### config.mk
export PLATFORM = sky130hd
export DESIGN_NAME = connection_slot_admission
export DESIGN_NICKNAME = d
export VERILOG_FILES = /design/src/rtl/csa_pkg.sv /design/src/rtl/csa_cell.sv /design/src/rtl/connection_slot_admission.sv
export VERILOG_INCLUDE_DIRS = /design/src /design/src/rtl
export SDC_FILE = /design/constraint.sdc
export NUM_CORES = 2
export LEC_CHECK = 0
export ABC_CLOCK_PERIOD_IN_PS = 4620
export BUFFER_PORTS_ARGS = -buffer_cell sky130_fd_sc_hd__buf_2
export CORE_MARGIN = 10
export CORE_UTILIZATION = 45
export DETAILED_ROUTE_END_ITERATION = 12
export PLACE_DENSITY = 0.63
export SYNTH_ARGS = -nofsm -noshare
export SYNTH_HDL_FRONTEND = slang
export SYNTH_SLANG_ARGS = --single-unit
### constraint.sdc
create_clock -name clk -period 4.62 [get_ports clk]
set_input_delay 0 -clock clk [delete_from_list [all_inputs] [get_ports clk]]
set_output_delay 0 -clock clk [all_outputs]
set_load 0.02 [all_outputs]
### src/rtl/connection_slot_admission_defines.svh
// Assertion macros for the slot admission block.
// Each macro expects clk and arst_n to be visible where it is used.
`ifndef CONNECTION_SLOT_ADMISSION_DEFINES_SVH
`define CONNECTION_SLOT_ADMISSION_DEFINES_SVH

`ifndef SYNTHESIS
// Check an expression at every clock edge outside reset.
`define CSA_ASSERT(lbl, expr, msg) \
	lbl: assert property (@(posedge clk) disable iff (!arst_n) (expr)) else $error(msg);
// Check a consequence on the clock after its trigger.
`define CSA_ASSERT_NEXT(lbl, trig, cons, msg) \
	lbl: assert property (@(posedge clk) disable iff (!arst_n) (trig) |=> (cons)) \
		else $error(msg);
`else
`define CSA_ASSERT(lbl, expr, msg)
`define CSA_ASSERT_NEXT(lbl, trig, cons, msg)
`endif

`endif

### src/rtl/csa_pkg.sv
`timescale 1ns / 1ps
package csa_pkg;

	localparam int ID_W  = 8;
	localparam int FLG_W = 3;
	localparam int LIM_W = 6;

	localparam int RUNNING_DEPTH_DEF = 32;
	localparam int WAITING_DEPTH_DEF = 32;

	localparam logic [LIM_W-1:0] MAX_RESULTS = 6'd32;
	localparam logic [LIM_W-1:0] HARD_RESET  = 6'd32;
	localparam logic [LIM_W-1:0] SOFT_RESET  = 6'd16;

	// register indexes
	localparam logic REG_HARD = 1'b0;
	localparam logic REG_SOFT = 1'b1;

	// opcodes
	localparam logic [3:0] OP_ACCEPT   = 4'd0;
	localparam logic [3:0] OP_CONNECT  = 4'd1;
	localparam logic [3:0] OP_ADD      = 4'd2;
	localparam logic [3:0] OP_SWITCH   = 4'd3;
	localparam logic [3:0] OP_FREED    = 4'd4;
	localparam logic [3:0] OP_WITHDRAW = 4'd5;
	localparam logic [3:0] OP_STATUS   = 4'd6;
	localparam logic [3:0] OP_TICK     = 4'd7;
	localparam logic [3:0] OP_LIMITS   = 4'd8;

	// result kinds
	localparam logic [2:0] K_DONE     = 3'd0;
	localparam logic [2:0] K_GRANT    = 3'd1;
	localparam logic [2:0] K_REFUSED  = 3'd2;
	localparam logic [2:0] K_QUEUED   = 3'd3;
	localparam logic [2:0] K_PREEMPT  = 3'd4;
	localparam logic [2:0] K_NOVICTIM = 3'd5;
	localparam logic [2:0] K_DISARMED = 3'd6;

	typedef struct packed {
		logic [3:0]      opcode;
		logic [ID_W-1:0] conn_id;
		logic [ID_W-1:0] new_conn_id;
		logic            can_close;
		logic            buffers_empty;
		logic            has_queued;
	} csa_in_t;

	typedef struct packed {
		logic [2:0]       result_kind;
		logic [ID_W-1:0]  target_id;
		logic [LIM_W-1:0] slots_in_use;
		logic             timer_on;
		logic             last;
	} csa_out_t;

	// per-cell control: load own data, take neighbour data, move token, clear token
	typedef struct packed {
		logic ld;
		logic sh;
		logic adv;
		logic clr;
	} csa_cell_ctl_t;

endpackage

### src/rtl/csa_cell.sv
`timescale 1ns / 1ps
module csa_cell #(
	parameter int W = 8
) (
	input  logic                   clk,
	input  logic                   arst_n,
	input  csa_pkg::csa_cell_ctl_t ctl,
	input  logic [W-1:0]           wdata,
	input  logic [W-1:0]           nb_data,
	input  logic                   tok_in,
	output logic                   tok,
	output logic [W-1:0]           data
);
	import csa_pkg::*;

	logic [W-1:0] data_q;
	logic         tok_q;

	// hold entry, load a new one or take the right neighbour's
	always_ff @(posedge clk) begin
		if (ctl.ld) begin
			data_q <= wdata;
		end else if (ctl.sh) begin
			data_q <= nb_data;
		end
	end

	// pass the scan token along the row
	always_ff @(posedge clk or negedge arst_n) begin
		if (!arst_n) begin
			tok_q <= 1'b0;
		end else if (ctl.clr) begin
			tok_q <= 1'b0;
		end else if (ctl.adv) begin
			tok_q <= tok_in;
		end
	end

	assign tok  = tok_q;
	assign data = data_q;

endmodule

### src/rtl/connection_slot_admission.sv
`timescale 1ns / 1ps
// Slot admission: one input beat at a time, the next taken once the sequencer is idle.
// Accept, connect, add running, a tick that only disarms the timer and unknown opcodes
// are settled in the execute state. Switch, status, a preempting tick and withdraw walk
// a token along the running or waiting cell row, one cell per cycle while the output
// is not stalled, a withdraw that closes the gap included. A freed beat also closes the
// gap and then settles the slot. Limits changed then gives its results in turn, the
// last one flagged. Output stalls hold every step.
`include "connection_slot_admission_defines.svh"
module connection_slot_admission #(
	parameter int RUNNING_DEPTH = csa_pkg::RUNNING_DEPTH_DEF,
	parameter int WAITING_DEPTH = csa_pkg::WAITING_DEPTH_DEF
) (
	input  logic                           clk,
	input  logic                           arst_n,
	input  logic                           in_valid,
	output logic                           in_stall,
	input  csa_pkg::csa_in_t               in_data,
	output logic                           out_valid,
	input  logic                           out_stall,
	output csa_pkg::csa_out_t              out_data,
	input  logic                           cfg_we,
	input  logic                           cfg_index,
	input  logic [csa_pkg::LIM_W-1:0]      cfg_data
);
	import csa_pkg::*;

	localparam int RCW = $clog2(RUNNING_DEPTH + 1);
	localparam int WCW = $clog2(WAITING_DEPTH + 1);
	localparam int RW  = FLG_W + ID_W;

	typedef enum logic [7:0] {
		ST_IDLE   = 8'b0000_0001,
		ST_EXEC   = 8'b0000_0010,
		ST_SCANR  = 8'b0000_0100,
		ST_SHIFTR = 8'b0000_1000,
		ST_FREED  = 8'b0001_0000,
		ST_SCANW  = 8'b0010_0000,
		ST_SHIFTW = 8'b0100_0000,
		ST_LIMITS = 8'b1000_0000
	} st_t;

	st_t st_q, st_d;

	logic [3:0]       op_q;
	logic [ID_W-1:0]  id_q, nid_q;
	logic [FLG_W-1:0] flg_q;
	logic [LIM_W-1:0] hard_q, soft_q, used_q, used_d, n_q, n_d;
	logic             timer_q, timer_d;
	logic [RCW-1:0]   rcnt_q, rcnt_d, rk_q, rk_d;
	logic [WCW-1:0]   wcnt_q, wcnt_d, wk_q, wk_d;
	logic             sec_v_q, sec_v_d, thr_v_q, thr_v_d;
	logic [ID_W-1:0]  sec_id_q, sec_id_d, thr_id_q, thr_id_d;
	csa_out_t         out_q;
	logic             out_v_q;

	csa_cell_ctl_t    r_ctl [RUNNING_DEPTH];
	csa_cell_ctl_t    w_ctl [WAITING_DEPTH];
	logic [RW-1:0]    r_data [RUNNING_DEPTH];
	logic [ID_W-1:0]  w_data [WAITING_DEPTH];
	logic [RUNNING_DEPTH-1:0] r_tok;
	logic [WAITING_DEPTH-1:0] w_tok;
	logic [RW-1:0]    r_wd, r_cur;
	logic [ID_W-1:0]  w_cur;

	logic r_start, r_app, r_ld_tok, r_sh_tok, r_adv, r_clr;
	logic w_start, w_app, w_pop, w_sh_tok, w_adv, w_clr;
	logic free, emit, e_last;
	logic [2:0]      e_kind;
	logic [ID_W-1:0] e_tgt;
	logic [FLG_W-1:0] cf;
	logic            hit_r;

	assign in_stall  = (st_q != ST_IDLE);
	assign out_valid = out_v_q;
	assign out_data  = out_q;
	assign free      = !out_v_q || !out_stall;

	// select the cell under the token
	always_comb begin
		r_cur = '0;
		for (int i = 0; i < RUNNING_DEPTH; i++) begin
			r_cur = r_cur | (r_data[i] & {RW{r_tok[i]}});
		end
		w_cur = '0;
		for (int i = 0; i < WAITING_DEPTH; i++) begin
			w_cur = w_cur | (w_data[i] & {ID_W{w_tok[i]}});
		end
	end

	assign cf    = r_cur[RW-1:ID_W];
	assign hit_r = (r_cur[ID_W-1:0] == id_q);

	// sequencer
	always_comb begin
		st_d     = st_q;
		used_d   = used_q;
		timer_d  = timer_q;
		rcnt_d   = rcnt_q;
		wcnt_d   = wcnt_q;
		rk_d     = rk_q;
		wk_d     = wk_q;
		n_d      = n_q;
		sec_v_d  = sec_v_q;
		thr_v_d  = thr_v_q;
		sec_id_d = sec_id_q;
		thr_id_d = thr_id_q;
		r_start  = 1'b0;
		r_app    = 1'b0;
		r_ld_tok = 1'b0;
		r_sh_tok = 1'b0;
		r_adv    = 1'b0;
		r_clr    = 1'b0;
		r_wd     = {{FLG_W{1'b0}}, id_q};
		w_start  = 1'b0;
		w_app    = 1'b0;
		w_pop    = 1'b0;
		w_sh_tok = 1'b0;
		w_adv    = 1'b0;
		w_clr    = 1'b0;
		emit     = 1'b0;
		e_last   = 1'b1;
		e_kind   = K_DONE;
		e_tgt    = id_q;

		unique case (st_q)
			ST_IDLE: begin
				if (in_valid) begin
					st_d = ST_EXEC;
				end
			end
			ST_EXEC: begin
				if (free) begin
					st_d = ST_IDLE;
					case (op_q)
						OP_ACCEPT: begin
							emit = 1'b1;
							if (used_q < hard_q) begin
								used_d = used_q + 6'd1;
								if ((used_q + 6'd1) > soft_q) begin
									timer_d = 1'b1;
								end
								e_kind = K_GRANT;
							end else begin
								e_kind = K_REFUSED;
							end
						end
						OP_CONNECT: begin
							emit = 1'b1;
							if (used_q < soft_q) begin
								used_d = used_q + 6'd1;
								e_kind = K_GRANT;
							end else if (wcnt_q >= WCW'(WAITING_DEPTH)) begin
								e_kind = K_REFUSED;
							end else begin
								w_app   = 1'b1;
								wcnt_d  = wcnt_q + 1'b1;
								timer_d = 1'b1;
								e_kind  = K_QUEUED;
							end
						end
						OP_ADD: begin
							emit = 1'b1;
							if (rcnt_q >= RCW'(RUNNING_DEPTH)) begin
								e_kind = K_REFUSED;
							end else begin
								r_app  = 1'b1;
								rcnt_d = rcnt_q + 1'b1;
							end
						end
						OP_SWITCH, OP_FREED, OP_STATUS: begin
							r_start = 1'b1;
							r_adv   = 1'b1;
							rk_d    = '0;
							st_d    = ST_SCANR;
						end
						OP_TICK: begin
							if (used_q > soft_q || (used_q == soft_q && wcnt_q != '0)) begin
								r_start = 1'b1;
								r_adv   = 1'b1;
								rk_d    = '0;
								sec_v_d = 1'b0;
								thr_v_d = 1'b0;
								st_d    = ST_SCANR;
							end else begin
								emit    = 1'b1;
								timer_d = 1'b0;
								e_kind  = K_DISARMED;
								e_tgt   = '0;
							end
						end
						OP_WITHDRAW: begin
							w_start = 1'b1;
							w_adv   = 1'b1;
							wk_d    = '0;
							st_d    = ST_SCANW;
						end
						OP_LIMITS: begin
							if (used_q > soft_q) begin
								timer_d = 1'b1;
							end
							n_d  = '0;
							st_d = ST_LIMITS;
						end
						default: begin
							emit = 1'b1;
						end
					endcase
				end
			end
			ST_SCANR: begin
				if (free) begin
					if (rk_q == rcnt_q) begin
						// walked past the last entry
						r_clr = 1'b1;
						st_d  = ST_IDLE;
						case (op_q)
							OP_SWITCH: begin
								emit   = 1'b1;
								e_kind = K_REFUSED;
								e_tgt  = nid_q;
							end
							OP_STATUS: begin
								emit   = 1'b1;
								e_kind = K_REFUSED;
							end
							OP_FREED: begin
								st_d = ST_FREED;
							end
							default: begin
								emit = 1'b1;
								if (sec_v_q) begin
									e_kind = K_PREEMPT;
									e_tgt  = sec_id_q;
								end else if (thr_v_q) begin
									e_kind = K_PREEMPT;
									e_tgt  = thr_id_q;
								end else begin
									e_kind = K_NOVICTIM;
									e_tgt  = '0;
								end
							end
						endcase
					end else begin
						case (op_q)
							OP_SWITCH: begin
								if (hit_r) begin
									r_ld_tok = 1'b1;
									r_wd     = {{FLG_W{1'b0}}, nid_q};
									r_clr    = 1'b1;
									emit     = 1'b1;
									e_tgt    = nid_q;
									st_d     = ST_IDLE;
								end else begin
									r_adv = 1'b1;
									rk_d  = rk_q + 1'b1;
								end
							end
							OP_STATUS: begin
								if (hit_r) begin
									r_ld_tok = 1'b1;
									r_wd     = {flg_q, id_q};
									r_clr    = 1'b1;
									emit     = 1'b1;
									st_d     = ST_IDLE;
								end else begin
									r_adv = 1'b1;
									rk_d  = rk_q + 1'b1;
								end
							end
							OP_FREED: begin
								if (hit_r) begin
									st_d = ST_SHIFTR;
								end else begin
									r_adv = 1'b1;
									rk_d  = rk_q + 1'b1;
								end
							end
							default: begin
								if (cf[0] && cf[1] && !cf[2]) begin
									r_clr  = 1'b1;
									emit   = 1'b1;
									e_kind = K_PREEMPT;
									e_tgt  = r_cur[ID_W-1:0];
									st_d   = ST_IDLE;
								end else begin
									if (cf[0] && cf[1] && !sec_v_q) begin
										sec_v_d  = 1'b1;
										sec_id_d = r_cur[ID_W-1:0];
									end
									if (cf[0] && !cf[1] && !thr_v_q) begin
										thr_v_d  = 1'b1;
										thr_id_d = r_cur[ID_W-1:0];
									end
									r_adv = 1'b1;
									rk_d  = rk_q + 1'b1;
								end
							end
						endcase
					end
				end
			end
			ST_SHIFTR: begin
				// close the gap one cell per cycle while the output is not stalled
				if (free) begin
					if ((rk_q + 1'b1) < rcnt_q) begin
						r_sh_tok = 1'b1;
						r_adv    = 1'b1;
						rk_d     = rk_q + 1'b1;
					end else begin
						r_clr  = 1'b1;
						rcnt_d = rcnt_q - 1'b1;
						st_d   = ST_FREED;
					end
				end
			end
			ST_FREED: begin
				if (free) begin
					emit = 1'b1;
					st_d = ST_IDLE;
					if (used_q <= soft_q && wcnt_q != '0) begin
						w_pop  = 1'b1;
						wcnt_d = wcnt_q - 1'b1;
						e_kind = K_GRANT;
						e_tgt  = w_data[0];
					end else if (used_q != '0) begin
						used_d = used_q - 6'd1;
					end
				end
			end
			ST_SCANW: begin
				if (free) begin
					if (wk_q == wcnt_q) begin
						w_clr = 1'b1;
						emit  = 1'b1;
						st_d  = ST_IDLE;
					end else if (w_cur == id_q) begin
						st_d = ST_SHIFTW;
					end else begin
						w_adv = 1'b1;
						wk_d  = wk_q + 1'b1;
					end
				end
			end
			ST_SHIFTW: begin
				if (free) begin
					if ((wk_q + 1'b1) < wcnt_q) begin
						w_sh_tok = 1'b1;
						w_adv    = 1'b1;
						wk_d     = wk_q + 1'b1;
					end else begin
						w_clr  = 1'b1;
						wcnt_d = wcnt_q - 1'b1;
						emit   = 1'b1;
						st_d   = ST_IDLE;
					end
				end
			end
			ST_LIMITS: begin
				// grant waiters one per cycle below the soft limit while the output is not stalled
				if (free) begin
					emit = 1'b1;
					if (used_q < soft_q) begin
						if (wcnt_q != '0) begin
							w_pop  = 1'b1;
							wcnt_d = wcnt_q - 1'b1;
							used_d = used_q + 6'd1;
							n_d    = n_q + 6'd1;
							e_kind = K_GRANT;
							e_tgt  = w_data[0];
							e_last = !(((used_q + 6'd1) < soft_q) && ((n_q + 6'd1) < MAX_RESULTS));
						end else begin
							timer_d = 1'b0;
							e_kind  = K_DISARMED;
							e_tgt   = '0;
						end
					end
					if (e_last) begin
						st_d = ST_IDLE;
					end
				end
			end
			default: begin
				st_d = ST_IDLE;
			end
		endcase
	end

	// per-cell controls
	always_comb begin
		for (int i = 0; i < RUNNING_DEPTH; i++) begin
			r_ctl[i].ld  = (r_app && rcnt_q == RCW'(i)) || (r_ld_tok && r_tok[i]);
			r_ctl[i].sh  = r_sh_tok && r_tok[i];
			r_ctl[i].adv = r_adv;
			r_ctl[i].clr = r_clr;
		end
		for (int i = 0; i < WAITING_DEPTH; i++) begin
			w_ctl[i].ld  = w_app && wcnt_q == WCW'(i);
			w_ctl[i].sh  = w_pop || (w_sh_tok && w_tok[i]);
			w_ctl[i].adv = w_adv;
			w_ctl[i].clr = w_clr;
		end
	end

	// running list row
	for (genvar g = 0; g < RUNNING_DEPTH; g++) begin : g_run
		logic [RW-1:0] nb;
		logic          ti;
		if (g == RUNNING_DEPTH - 1) begin : g_end
			assign nb = '0;
		end else begin : g_mid
			assign nb = r_data[g+1];
		end
		if (g == 0) begin : g_first
			assign ti = r_start;
		end else begin : g_next
			assign ti = r_tok[g-1];
		end
		csa_cell #(.W(RW)) u_cell (
			.clk    (clk),
			.arst_n (arst_n),
			.ctl    (r_ctl[g]),
			.wdata  (r_wd),
			.nb_data(nb),
			.tok_in (ti),
			.tok    (r_tok[g]),
			.data   (r_data[g])
		);
	end

	// waiting list row
	for (genvar g = 0; g < WAITING_DEPTH; g++) begin : g_wait
		logic [ID_W-1:0] nb;
		logic            ti;
		if (g == WAITING_DEPTH - 1) begin : g_end
			assign nb = '0;
		end else begin : g_mid
			assign nb = w_data[g+1];
		end
		if (g == 0) begin : g_first
			assign ti = w_start;
		end else begin : g_next
			assign ti = w_tok[g-1];
		end
		csa_cell #(.W(ID_W)) u_cell (
			.clk    (clk),
			.arst_n (arst_n),
			.ctl    (w_ctl[g]),
			.wdata  (id_q),
			.nb_data(nb),
			.tok_in (ti),
			.tok    (w_tok[g]),
			.data   (w_data[g])
		);
	end

	// control state
	always_ff @(posedge clk or negedge arst_n) begin
		if (!arst_n) begin
			st_q    <= ST_IDLE;
			used_q  <= '0;
			timer_q <= 1'b0;
			rcnt_q  <= '0;
			wcnt_q  <= '0;
			rk_q    <= '0;
			wk_q    <= '0;
			n_q     <= '0;
			sec_v_q <= 1'b0;
			thr_v_q <= 1'b0;
			hard_q  <= HARD_RESET;
			soft_q  <= SOFT_RESET;
			out_v_q <= 1'b0;
		end else begin
			st_q    <= st_d;
			used_q  <= used_d;
			timer_q <= timer_d;
			rcnt_q  <= rcnt_d;
			wcnt_q  <= wcnt_d;
			rk_q    <= rk_d;
			wk_q    <= wk_d;
			n_q     <= n_d;
			sec_v_q <= sec_v_d;
			thr_v_q <= thr_v_d;
			if (cfg_we) begin
				unique case (cfg_index)
					REG_HARD: hard_q <= cfg_data;
					REG_SOFT: soft_q <= cfg_data;
					default:  hard_q <= hard_q;
				endcase
			end
			if (emit) begin
				out_v_q <= 1'b1;
			end else if (!out_stall) begin
				out_v_q <= 1'b0;
			end
		end
	end

	// hold the input beat and the result beat
	always_ff @(posedge clk) begin
		sec_id_q <= sec_id_d;
		thr_id_q <= thr_id_d;
		if (in_valid && !in_stall) begin
			op_q  <= in_data.opcode;
			id_q  <= in_data.conn_id;
			nid_q <= in_data.new_conn_id;
			flg_q <= {in_data.has_queued, in_data.buffers_empty, in_data.can_close};
		end
		if (emit) begin
			out_q.result_kind  <= e_kind;
			out_q.target_id    <= e_tgt;
			out_q.slots_in_use <= used_d;
			out_q.timer_on     <= timer_d;
			out_q.last         <= e_last;
		end
	end

	`CSA_ASSERT(a_rcnt_bound, rcnt_q <= RCW'(RUNNING_DEPTH), "running count overflow")
	`CSA_ASSERT(a_wcnt_bound, wcnt_q <= WCW'(WAITING_DEPTH), "waiting count overflow")
	`CSA_ASSERT(a_rtok_one, $onehot0(r_tok), "several running tokens")
	`CSA_ASSERT(a_wtok_one, $onehot0(w_tok), "several waiting tokens")
	`CSA_ASSERT_NEXT(a_last_idle, emit && e_last, st_q == ST_IDLE, "busy after last result")

endmodule

==> results.tsv <==
metric	value	unit
setup TNS	0	ns
Logic pwr share	0.196	
PortBufs	55	
PwrDens	419.1	nW/um^2
Worst setup EP type	flop	
Syn-to-layout area delta	16.03	%
row count	110	
wire per inst	36.26	microns
vias per std cell	6.697	
#FFs+latches synth	790	
Placed Cells	4394	
type of origin of the critical path	flop	
Setup-failing EPs final	0	
die width	320.3	microns
Rel. slew slack	0.2673	
sequential fraction of design power	0.427	
Yosys Warn Count	0	
clk sinks	790	
Avg Cell Area, Syn	12.76	sq um
Clock Pin Slew Worst Setup and Hold Paths	0.06	ns
Initial Utilization	0.4521	
drt first pass iters	6	
clk_lat worst skew	0.71	ns
H-tree levels	3	
ys flop type	edfxtp_1	
core area	89740	sq um
commonest non-fill, non-tap cell in the layout	edfxtp_1	
Yosys cell types	74	
status	completed	
GRT Util Overall	0.3188	
Place WS	0.2649	ns
FFs w/ async S/R, synth	0.1570	
Lkg Pwr	0.01722	uW
EDFF count, synth	666	
Worst Path Arrival	5.04	ns
Die Area	102600	sq um
first-pass GRT wire length	234400	microns
area of the multi-input gates	16120	sq um
DRC	0	
Pwr Total	19730	uW
RSZ-0062 raised after global routing	no	
Slew @ Worst Pin	1.099	ns
vias in the first global route	29917	
Ports	56	
most frequent cells in the layout	666 x edfxtp_1, 560 x mux2_2, 303 x a22oi_1, 223 x nand2_1, 179 x buf_4	
area occupied by registers	23110	sq um
clock root buffer	clkbuf_16	
GP Congestion	1.080	
Routed Antenna Nets	0	
Worst Path Max Fanout	32	
Final Max Tran Viols	0	
Max Clk Rate	216.6	MHz
CP Class	reg -> reg	
CTS Buffer Depth	3	
CP peak stage delay	0.69	ns
nets@finish	3437	
Switching Share	0.3139	
via count	30901	
Fin. Hold Viols	0	
post-synthesis cell area	40570	sq um
Mapped Cells	3179	
Max Cap Viol	0	
final worst path period share	0.9993	
worst-path cell chain	a22oi_1 > nand4_1 > nor4_2 > buf_4 > xnor2_1 > nor3_2 > and4_1 > nand4_4 > mux2_4 > mux2_2	
Final WS setup	0.003182	ns
Largest delay share family, worst path	simple AND/OR/NAND/NOR gates	
slowest library cell on the worst path	dfrtp_1	
Hold Path Class	in -> reg	
cell internal pwr	13540	uW
post-layout util	0.5246	
Num CTS Buffers	90	
Clk pwr share	0.377	
GR Overflow Total	0	
CTS tree	done	
# fillers	7535	
Detailed Route Iter0 Violations	5205	
largest net degree at the start of global routing	76	
Worst EP required	5.05	ns
Max IR drop VDD	0.2655	mV
worst clock skew	0.03182	ns
non-filler cells in the finished layout	4614	
routed wire length	167300	microns
Seq/Total Area, Yosys	0.5695	
crit path buf inv count	1	
detailed placement HPWL	122600	microns
NetSw	6193	uW
post-layout minimum cycle time	4.617	ns
die height	320.3	microns
initial antenna violation count	4	
layout cells sized above 1	0.3011	
syn_nets	3257	
==> power by group through the flow <==
stage	clock [uW]	combinational (uW)	sequential, uW
6_report	7440	3860	8430
5_1_grt	7770	4090	8460
4_1_cts	7500	3780	8420
3_5_place_dp	0	3720	8560
3_3_place_gp	0	3660	8550
2_1_floorplan	0	2280	8340
==> state kept, by name (all words and copies together), names as in the netlist, 8 cells and up <==
| register | flops |
|---|---|
| out_data | 19 |
| thr_id_q | 8 |
| g_wait.u_cell.tok | 32 |
| g_run.u_cell.tok | 32 |
| g_wait.u_cell.data | 256 |
| id_q | 8 |
| st_q | 8 |
| g_run.u_cell.data | 352 |
| nid_q | 8 |
| sec_id_q | 8 |
==> final timing paths <==
| check | from | endpoint | slack (ns) | depth (start not counted) |
|---|---|---|---|---|
| max | g_run[8].u_cell.tok$_DFFE_PN0P_ | g_run[16].u_cell.data[0]$_DFFE_PP_ | 0.003 | 10 |
| min | in_data[13] | id_q[2]$_DFFE_PP_ | 0.02 | 2 |
| max reg2reg | g_run[8].u_cell.tok$_DFFE_PN0P_ | g_run[16].u_cell.data[0]$_DFFE_PP_ | 0.003 | 10 |
| min reg2reg | soft_q[2]$_DFFE_PN0P_ | soft_q[2]$_DFFE_PN0P_ | 0.52 | 1 |
| max in group asynchronous | arst_n | g_run[30].u_cell.tok$_DFFE_PN0P_ | 3.44 | 4 |
| min in group asynchronous | arst_n | g_wait[16].u_cell.tok$_DFFE_PN0P_ | 0.54 | 4 |
==> worst register-to-register path, stage by stage, from the launching register on <==
cell and delay (ns):
dfrtp_1 0.69, a22oi_1 0.54, nand4_1 0.29, nor4_2 0.64, buf_4 0.25, xnor2_1 0.09, nor3_2 0.24, and4_1 0.33
nand4_4 0.24, mux2_4 0.62, mux2_2 0.42
==> repair_timing <==
action,CTS,global route
buffers inserted,0,0
hold endpoints to repair,89,0
setup endpoints to repair,0,0
gates resized for setup,0,0
hold buffers,49,0
==> through the flow <==
step	cell area, sq um	hold slack [ns]
4_1_cts	47070	0.0002651
5_1_grt	47070	0.02577
3_5_place_dp	43530	0.04261
2_1_floorplan	40570	-0.2956
3_3_place_gp	43530	0.03668
6_report	47070	0.02401
==> per-layer routing <==
| layer | global-route usage | routed length [microns] | vias up |
|---|---|---|---|
| li1 | - | - | 12680 |
| met5 | 0 | 0 | - |
| met2 | 0.5063 | 76720 | 2059 |
| met4 | 0.1932 | 12270 | 0 |
| met3 | 0.05510 | 15360 | 469 |
| met1 | 0.4048 | 62940 | 15693 |
==> synth_stat cells (all sizes together) (5+ instances only) <==
cell type  count  area [sq um]
a211oi        10         80.07
inv           48         180.2
nand2b        10         62.56
nand3        107         535.5
nor3          37         229.0
xor2          14         122.6
o31ai          8         60.06
nor4          18         118.9
a31oi         15         93.84
or4            8         71.32
nor3b          5         37.54
buf           90         630.6
mux2i         39         390.4
a221oi         8         70.07
and2          21         131.4
or3            6         37.54
or2            6         37.54
a22o           6         52.55
nand2        223         837.1
a21oi         69         345.3
and4           7         61.31
ha            43         538.0
dfrtp        121          3028
nor2b         16         100.1
mux2         583          6595
a21o          43         322.8
and3          18         112.6
xnor2         33         289.0
a22oi        303          2275
a21boi         9         67.56
nand4         82         543.0
a31o          18         157.7
o21ai        132         660.6
o211ai         9         67.56
nor2         142         533.0
edfxtp       666         20000
clkbuf       156         585.6
==> kinds of logic after synthesis <==
logic type                 count (synthesis)  share of synthesized area
xor gates and xnor gates                  47                    0.01015
adders and majority gates                 43                    0.01326
buffers and inverters                    294                    0.03442
DFF                                      790                     0.5695
muxes                                    622                     0.1722
AOI/OAI and AO/OA                        663                     0.1124
and+or+nand+nor                          720                    0.08808
==> final cells by class <==
type                    count  area share
inverters                  48    0.003828
clock buffers             123     0.05197
multi-input cells        2095      0.3425
repair buffers            334     0.06701
diodes                      1  0.00005316
flip-flops and latches    790      0.4909
clock inverters            47     0.01249
well taps                1176     0.03126
Power figures use the tool's default switching activity.
